### src/rtl/ppurp_pkg.sv
// Shared types, register codes and the constant table of the picture-unit register port.
package ppurp_pkg;

    // Access kinds
    localparam logic MODE_READ  = 1'b0;
    localparam logic MODE_WRITE = 1'b1;

    // Register numbers in the eight-register window
    localparam logic [2:0] REG_CTRL   = 3'd0;
    localparam logic [2:0] REG_MASK   = 3'd1;
    localparam logic [2:0] REG_STATUS = 3'd2;
    localparam logic [2:0] REG_OAMA   = 3'd3;
    localparam logic [2:0] REG_OAMD   = 3'd4;
    localparam logic [2:0] REG_SCROLL = 3'd5;
    localparam logic [2:0] REG_ADDR   = 3'd6;
    localparam logic [2:0] REG_DATA   = 3'd7;

    localparam int PAL_DEPTH = 32;

    // Palette contents after power-up.
    localparam logic [7:0] POWER_PALETTE [PAL_DEPTH] = '{
        8'h09, 8'h01, 8'h00, 8'h01, 8'h00, 8'h02, 8'h02, 8'h0D,
        8'h08, 8'h10, 8'h08, 8'h24, 8'h00, 8'h00, 8'h04, 8'h2C,
        8'h09, 8'h01, 8'h34, 8'h03, 8'h00, 8'h04, 8'h00, 8'h14,
        8'h08, 8'h3A, 8'h00, 8'h02, 8'h00, 8'h20, 8'h2C, 8'h08
    };

    typedef struct packed {
        logic       mode;
        logic [2:0] reg_index;
        logic [7:0] write_data;
        logic [7:0] fetched_byte;
        logic       vblank_flag;
        logic       sprite_zero_hit;
        logic       sprite_overflow;
    } access_t;

    typedef struct packed {
        logic [7:0]  read_data;
        logic [14:0] current_address;
        logic [2:0]  fine_scroll_x;
        logic        address_changed;
        logic        vram_write_strobe;
        logic [13:0] vram_write_address;
        logic [7:0]  vram_write_data;
        logic [13:0] fill_address;
        logic [3:0]  control_flags;
        logic [7:0]  mask_flags;
    } result_t;

    // Palette mirroring: entries with both low bits clear fold onto entry addr & 0x0C.
    function automatic logic [4:0] pal_index(input logic [4:0] addr);
        logic [4:0] idx;
        if (addr[1:0] == 2'b00)
        begin
            idx = addr & 5'h0C;
        end
        else
        begin
            idx = addr;
        end
        return idx;
    endfunction

endpackage

### src/rtl/ppurp_if.sv
// Valid/ready channel interfaces for CPU accesses and their results.
interface ppurp_access_if;
    logic               valid;
    logic               ready;
    ppurp_pkg::access_t payload;

    modport source (output valid, output payload, input ready);
    modport sink   (input valid, input payload, output ready);
endinterface

interface ppurp_result_if;
    logic               valid;
    logic               ready;
    ppurp_pkg::result_t payload;

    modport source (output valid, output payload, input ready);
    modport sink   (input valid, input payload, output ready);
endinterface

### src/rtl/ppu_register_port_core.sv
// Top level of the picture-unit CPU register port.
//
// Each item on the access channel is one CPU read or write of one of the eight
// picture-unit registers; each produces exactly one item on the result channel,
// in order. An accepted item is held in an input register, then processed against
// the block state (addresses, scroll, toggle, buffer, flags and the 32-entry palette)
// and written to the result register; one item is taken every cycle when the result
// side keeps up. The rate of one item per cycle is set by the single pass of decode
// and update logic between those two registers. The input register still accepts a
// new item while a finished result waits, and only blocks when both are full. The
// palette is held in flip-flops that reset loads with the power-up table, so no
// clearing pass is needed. Data accesses whose address bits 13..8 are all set
// (0x3F00 to 0x3FFF, bit 14 ignored) use the palette, and palette reads also give a
// fill address with bit 12 cleared; other addresses go on the write strobe or the fill
// address for the external video memory, whose byte comes back with the read item.
module ppu_register_port_core (
    input  logic                  clk,
    input  logic                  rst_n,
    ppurp_access_if.sink          access,
    ppurp_result_if.source        result
);

    // Input stage
    logic               s1_valid_reg;
    ppurp_pkg::access_t s1_item_reg;

    // Result stage
    logic               out_valid_reg;
    ppurp_pkg::result_t out_item_reg;
    ppurp_pkg::result_t out_item_next;

    // Block state
    logic [14:0] temp_address_reg, temp_address_next;
    logic [14:0] video_address_reg, video_address_next;
    logic [2:0]  fine_x_reg, fine_x_next;
    logic        write_toggle_reg, write_toggle_next;
    logic        step_by_32_reg, step_by_32_next;
    logic [7:0]  data_buffer_reg, data_buffer_next;
    logic [3:0]  ctrl_bits_reg, ctrl_bits_next;
    logic [7:0]  mask_bits_reg, mask_bits_next;
    logic [7:0]  palette_reg [ppurp_pkg::PAL_DEPTH];

    logic        fire;
    logic        pal_area;
    logic [4:0]  pal_idx;
    logic        pal_we;
    logic [14:0] video_step;

    // The input stage moves on whenever the result register is free or is being taken.
    assign fire         = s1_valid_reg && (!out_valid_reg || result.ready);
    assign access.ready = !s1_valid_reg || fire;

    assign result.valid   = out_valid_reg;
    assign result.payload = out_item_reg;

    // Address bits 13..8 all set select the palette window.
    assign pal_area   = &video_address_reg[13:8];
    assign pal_idx    = ppurp_pkg::pal_index(video_address_reg[4:0]);
    assign video_step = video_address_reg + (step_by_32_reg ? 15'd32 : 15'd1);

    always_comb
    begin
        temp_address_next  = temp_address_reg;
        video_address_next = video_address_reg;
        fine_x_next        = fine_x_reg;
        write_toggle_next  = write_toggle_reg;
        step_by_32_next    = step_by_32_reg;
        data_buffer_next   = data_buffer_reg;
        ctrl_bits_next     = ctrl_bits_reg;
        mask_bits_next     = mask_bits_reg;
        pal_we             = 1'b0;
        out_item_next      = '0;

        if (s1_item_reg.mode == ppurp_pkg::MODE_WRITE)
        begin
            unique case (s1_item_reg.reg_index)
                ppurp_pkg::REG_CTRL:
                begin
                    temp_address_next = (temp_address_reg & 15'h73FF)
                                      | {3'b000, s1_item_reg.write_data[1:0], 10'b0};
                    step_by_32_next   = s1_item_reg.write_data[2];
                    ctrl_bits_next    = {s1_item_reg.write_data[7], s1_item_reg.write_data[5],
                                         s1_item_reg.write_data[3], s1_item_reg.write_data[4]};
                end
                ppurp_pkg::REG_MASK:
                begin
                    mask_bits_next = s1_item_reg.write_data;
                end
                ppurp_pkg::REG_SCROLL:
                begin
                    if (!write_toggle_reg)
                    begin
                        temp_address_next = {temp_address_reg[14:5],
                                             s1_item_reg.write_data[7:3]};
                        fine_x_next       = s1_item_reg.write_data[2:0];
                    end
                    else
                    begin
                        temp_address_next = (temp_address_reg & 15'h0C1F)
                                          | {s1_item_reg.write_data[2:0], 12'b0}
                                          | {5'b0, s1_item_reg.write_data[7:3], 5'b0};
                    end
                    write_toggle_next = !write_toggle_reg;
                end
                ppurp_pkg::REG_ADDR:
                begin
                    if (!write_toggle_reg)
                    begin
                        temp_address_next = {1'b0, s1_item_reg.write_data[5:0],
                                             temp_address_reg[7:0]};
                    end
                    else
                    begin
                        temp_address_next  = {temp_address_reg[14:8], s1_item_reg.write_data};
                        video_address_next = {temp_address_reg[14:8], s1_item_reg.write_data};
                        out_item_next.address_changed = 1'b1;
                    end
                    write_toggle_next = !write_toggle_reg;
                end
                ppurp_pkg::REG_DATA:
                begin
                    out_item_next.vram_write_address = video_address_reg[13:0];
                    out_item_next.vram_write_data    = s1_item_reg.write_data;
                    out_item_next.vram_write_strobe  = !pal_area;
                    pal_we                           = pal_area;
                    video_address_next               = video_step;
                    out_item_next.address_changed    = 1'b1;
                end
                default:
                begin
                end
            endcase
        end
        else
        begin
            unique case (s1_item_reg.reg_index)
                ppurp_pkg::REG_STATUS:
                begin
                    out_item_next.read_data = {s1_item_reg.vblank_flag,
                                               s1_item_reg.sprite_zero_hit,
                                               s1_item_reg.sprite_overflow, 5'b0};
                    write_toggle_next = 1'b0;
                end
                ppurp_pkg::REG_DATA:
                begin
                    if (pal_area)
                    begin
                        // Grayscale keeps only the luminance bits.
                        out_item_next.read_data = palette_reg[pal_idx]
                                                & (mask_bits_reg[0] ? 8'h30 : 8'h3F);
                        out_item_next.fill_address = video_address_reg[13:0] & 14'h2FFF;
                    end
                    else
                    begin
                        out_item_next.read_data    = data_buffer_reg;
                        out_item_next.fill_address = video_address_reg[13:0];
                    end
                    data_buffer_next              = s1_item_reg.fetched_byte;
                    video_address_next            = video_step;
                    out_item_next.address_changed = 1'b1;
                end
                default:
                begin
                end
            endcase
        end

        out_item_next.current_address = video_address_next;
        out_item_next.fine_scroll_x   = fine_x_next;
        out_item_next.control_flags   = ctrl_bits_next;
        out_item_next.mask_flags      = mask_bits_next;
    end

    always_ff @(posedge clk or negedge rst_n)
    begin
        if (!rst_n)
        begin
            s1_valid_reg      <= 1'b0;
            out_valid_reg     <= 1'b0;
            temp_address_reg  <= '0;
            video_address_reg <= '0;
            fine_x_reg        <= '0;
            write_toggle_reg  <= 1'b0;
            step_by_32_reg    <= 1'b0;
            data_buffer_reg   <= '0;
            ctrl_bits_reg     <= '0;
            mask_bits_reg     <= '0;
            for (int i = 0; i < ppurp_pkg::PAL_DEPTH; i++)
            begin
                palette_reg[i] <= ppurp_pkg::POWER_PALETTE[i];
            end
        end
        else
        begin
            if (access.ready)
            begin
                s1_valid_reg <= access.valid;
            end
            if (fire)
            begin
                out_valid_reg     <= 1'b1;
                temp_address_reg  <= temp_address_next;
                video_address_reg <= video_address_next;
                fine_x_reg        <= fine_x_next;
                write_toggle_reg  <= write_toggle_next;
                step_by_32_reg    <= step_by_32_next;
                data_buffer_reg   <= data_buffer_next;
                ctrl_bits_reg     <= ctrl_bits_next;
                mask_bits_reg     <= mask_bits_next;
                if (pal_we)
                begin
                    palette_reg[pal_idx] <= s1_item_reg.write_data;
                end
            end
            else if (result.ready)
            begin
                out_valid_reg <= 1'b0;
            end
        end
    end

    always_ff @(posedge clk)
    begin
        if (access.valid && access.ready)
        begin
            s1_item_reg <= access.payload;
        end
        if (fire)
        begin
            out_item_reg <= out_item_next;
        end
    end

endmodule

### src/flat_wrapper.sv
// flat-port wrapper written by rule: the top's interface ports become plain ports
module ppu_register_port_core_flat 
  (clk, rst_n, access_valid, access_payload, access_ready, result_valid, result_payload, result_ready);
  ppurp_access_if access_i ();
  ppurp_result_if result_i ();
  input  logic clk;
  input  logic rst_n;
  input wire logic [$bits(access_i.valid)-1:0] access_valid;
  input wire logic [$bits(access_i.payload)-1:0] access_payload;
  output wire logic [$bits(access_i.ready)-1:0] access_ready;
  output wire logic [$bits(result_i.valid)-1:0] result_valid;
  output wire logic [$bits(result_i.payload)-1:0] result_payload;
  input wire logic [$bits(result_i.ready)-1:0] result_ready;
  assign access_i.valid = access_valid;
  assign access_i.payload = access_payload;
  assign access_ready = access_i.ready;
  assign result_valid = result_i.valid;
  assign result_payload = result_i.payload;
  assign result_i.ready = result_ready;
  ppu_register_port_core u_core (.clk(clk), .rst_n(rst_n), .access(access_i), .result(result_i));
endmodule
### config.mk
export PLATFORM = sky130hd
export DESIGN_NAME = ppu_register_port_core_flat
export DESIGN_NICKNAME = d
export VERILOG_FILES = /design/src/rtl/ppurp_pkg.sv /design/src/rtl/ppurp_if.sv /design/src/rtl/ppu_register_port_core.sv /design/src/flat_wrapper.sv
export SDC_FILE = /design/constraint.sdc
export NUM_CORES = 1
export LEC_CHECK = 0
export BUFFER_PORTS_ARGS = -buffer_cell sky130_fd_sc_hd__buf_2
export CAP_MARGIN = 15
export CORE_ASPECT_RATIO = 0.5
export CORE_MARGIN = 3
export CORE_UTILIZATION = 50
export DETAILED_ROUTE_END_ITERATION = 8
export GPL_TIMING_DRIVEN = 0
export PLACE_DENSITY = 0.68
export SETUP_SLACK_MARGIN = 0.5
export SYNTH_ARGS = -nofsm -noshare
export SYNTH_HDL_FRONTEND = slang
export SYNTH_SLANG_ARGS = --single-unit
### constraint.sdc
create_clock -name clk -period 5 [get_ports clk]
set_input_delay 0.25 -clock clk [delete_from_list [all_inputs] [get_ports clk]]
set_output_delay 0.25 -clock clk [all_outputs]
set_load 0.1 [all_outputs]
==> summary.txt <==
Outcome
  • Status: completed

Die
  • Die X: 245 um
  • Ports: 105
  • Vert. Die Dim: 126 um
  • Row count: 43
  • Die Footprint: 0.0308 sq mm
  • Initial Util: 0.512
  • Core area: 0.0279 sq mm

Finish
  • FILL cells: 2187
  • Max reg flops: 168
  • Nets: 1210
  • Highest-count cells in the layout ignoring fill and taps: mux2_2 (206), dfrtp_1 (180), buf_2 (120)
  • Most common cell after layout, fill and taps aside: mux2_2
  • Fin cells: 1585
  • N_diodes: 0
  • Area growth, synth to finish: 15.9%
  • Layout cells sized above 1: 0.388

Power
  • Switching share of power: 0.353
  • Switch Pwr: 2.57 mW
  • Pwr dens: 440 mW/mm^2
  • Worst vdd ir: 0.000252 V
  • Lkg Pwr: 7.41 nW
  • Clock power frac: 0.302
  • Sequential power share: 0.420
  • Total Power: 7.27 mW
  • Comb pwr share: 0.278
  • Internal power: 4.70 mW

CTS
  • Clock Pin Slew Worst Setup and Hold Paths: 0.07 ns
  • H-tree Lvls: 1
  • Clock buffer depth: 3
  • Clock sinks: 316
  • CTS tree: built
  • CTS root buffer: clkbuf_16
  • TritonCTS buffer count: 29
  • Setup Buffers After CTS: 0
  • Clock latency at the later pin of the worst-skew pair: 0.57 ns

Timing
  • Fin crit share: 0.596
  • Slew margin rel.: 0.300
  • RSZ-0062 raised after global routing: no
  • Tmin final: 2.98 ns
  • Final Hold Fails: 0
  • Final setup violation count: 0
  • Hold WS: 0.118 ns
  • Sum of negative setup slack: 0 ns
  • Worst Tran Pin Value: 1.04 ns
  • Clk_skew: 0.0148 ns
  • Fin. max-slew vios: 0
  • Fmax: 336 MHz

Hold path
  • WHS Path Cells: 3
  • HP Class: input pin to flip-flop

Synth
  • Mapped Cells: 1016
  • Mapped Area: 0.0143 sq mm
  • Syn avg cell area: 14.1 sq um
  • Async S/R FF share, synth: 0.687
  • Ys flop type: dfrtp_1
  • Yosys warns: 0
  • Synth Register Bits: 316
  • Post-synth cell types: 58
  • Post-Syn Nets: 1046
  • Register area share after synthesis: 0.592
  • Number of flops mapped to enable cells by yosys: 99

Drt
  • Iter 0 DRT Violations: 907
  • Vias: 9444
  • DRC Markers: 0
  • ANT nets after route: 0
  • First drt pass iteration count: 6
  • DR vias/cell: 5.96
  • Wire length per cell: 24.1 um
  • Total wire length: 38200 um

Worst setup path
  • Crit-path cells: nand2b_1 -> clkbuf_1 -> clkbuf_1 -> a2bb2oi_1 -> mux4_2 -> nor2_1 -> o41ai_1
  • CP delay by family, top: buffers and inverters
  • Bufs and invs on worst path: 2
  • Worst R2R Path Depth: 7
  • Worst setup endpoint: u_core.result.payload[72]
  • Crit-path max cell delay: 0.55 ns
  • Startpoint Class: flip-flop
  • RR Endpoint: u_core.result.payload[72]
  • Flop-to-flop setup slack: 2.02 ns
  • Slowest-stage cell, CP: o41ai_1
  • WP depth: 7
  • CP Class: flip-flop to flip-flop
  • Worst-path maximum fanout: 10
  • Setup crit start: u_core.video_address_reg[0]
  • Required time worst endpoint: 5.28 ns
  • Arrival @ worst endpoint: 3.26 ns
  • Top cell by count, worst path: clkbuf_1
  • CP Capture Type: flip-flop
  • Reg2reg start: u_core.video_address_reg[0]

Placement
  • Placed Cells: 1504
  • Number of I/O port buffers: 104
  • Routability Congestion: 0.925
  • Dpl hpwl: 26300 um

Global route
  • Total GRT Usage: 0.252
  • Global-route wire length before repair: 58800 um
  • Vias in the first global route: 9609
  • GRT overflow: 0
  • Largest net degree at the start of global routing: 128
  • Antenna violations before repair: 0

Run
  • Maxcap violations: 0
==> timing repair <==
item,4_1_cts,5_1_grt
hold endpoints to repair,107,0
hold buffers,26,0
resized for setup,0,0
==> kinds of logic after synthesis <==
kind of cell,after synthesis,synth area share
flip-flops,316,0.592
multiplexers,266,0.230
AND/OR/NAND/NOR,227,0.0897
AO/OA/AOI/OAI,110,0.0570
buffers and inverters,92,0.0280
adder cells (fa/ha/maj),3,0.00263
XOR/XNOR,2,0.00123
==> power groups by stage <==
| stage | Combinational, mW | Sequential, mW | Clock [mW] |
|---|---|---|---|
| 3_5_place_dp | 1.99 | 3.10 | 0 |
| 3_3_place_gp | 1.97 | 3.10 | 0 |
| 4_1_cts | 2.01 | 3.05 | 2.23 |
| 5_1_grt | 2.13 | 3.07 | 2.35 |
| 6_report | 2.02 | 3.05 | 2.20 |
| 2_1_floorplan | 0.951 | 3.59 | 0 |
==> through the flow <==
step	utilization	cell area (sq um)	setup WS (ns)
detailed placement	0.549	15300	2.10
finish	0.593	16500	2.02
CTS	0.592	16500	2.09
global route	0.593	16500	1.95
global placement	0.547	15300	-0.0537
floorplan	-	14300	0.626
==> worst min-delay path, stage by stage <==
cell and delay (ns):
buf_2 0.09, nand2b_1 0.22, nand2b_1 0.08
==> area by class of cell <==
class                   count  area, sq um  share of cell area
flip-flops and latches    316         8450               0.511
multi-input cells         608         5430               0.328
repair buffers            133          853              0.0516
clock buffers              38          790              0.0477
well taps                 382          478              0.0289
plain buffers              81          363              0.0219
clock inverters            16          140             0.00847
inverters                  11         41.3             0.00250
==> cells in the mapped netlist, types with 17 or more instances <==
cell type	count	area (sq um)
mux2_2	206	2320
dfrtp_1	180	4500
edfxtp_1	99	2970
nand2_1	68	255
clkbuf_1	50	188
and3_1	43	269
dfstp_2	37	972
mux2i_1	31	310
mux4_2	29	653
a2bb2oi_1	24	210
nor2_1	23	86.3
o21ai_0	23	115
nand3_1	18	90.1
buf_2	17	85.1
==> how the worst min path moves through the flow <==
stage                            from                       to  slack, ns
global placement    access_payload[3]    u_core.s1_item_reg[3]       0.43
finish                   result_ready      u_core.result.valid       0.12
floorplan                       rst_n  u_core.ctrl_bits_reg[0]      -0.05
CTS                      result_ready      u_core.result.valid       0.09
global route             result_ready      u_core.result.valid       0.13
detailed placement              rst_n  u_core.mask_bits_reg[6]       0.33
==> metal layers <==
layer / vias up / part of all wire / global-route usage
li1: 4135 / - / -
met1: 4865 / 0.44 / 0.354
met2: 368 / 0.47 / 0.406
met3: 76 / 0.062 / 0.0450
met4: 0 / 0.032 / 0.0769
met5: - / 0 / 0
(Power assumes the default switching activity.)
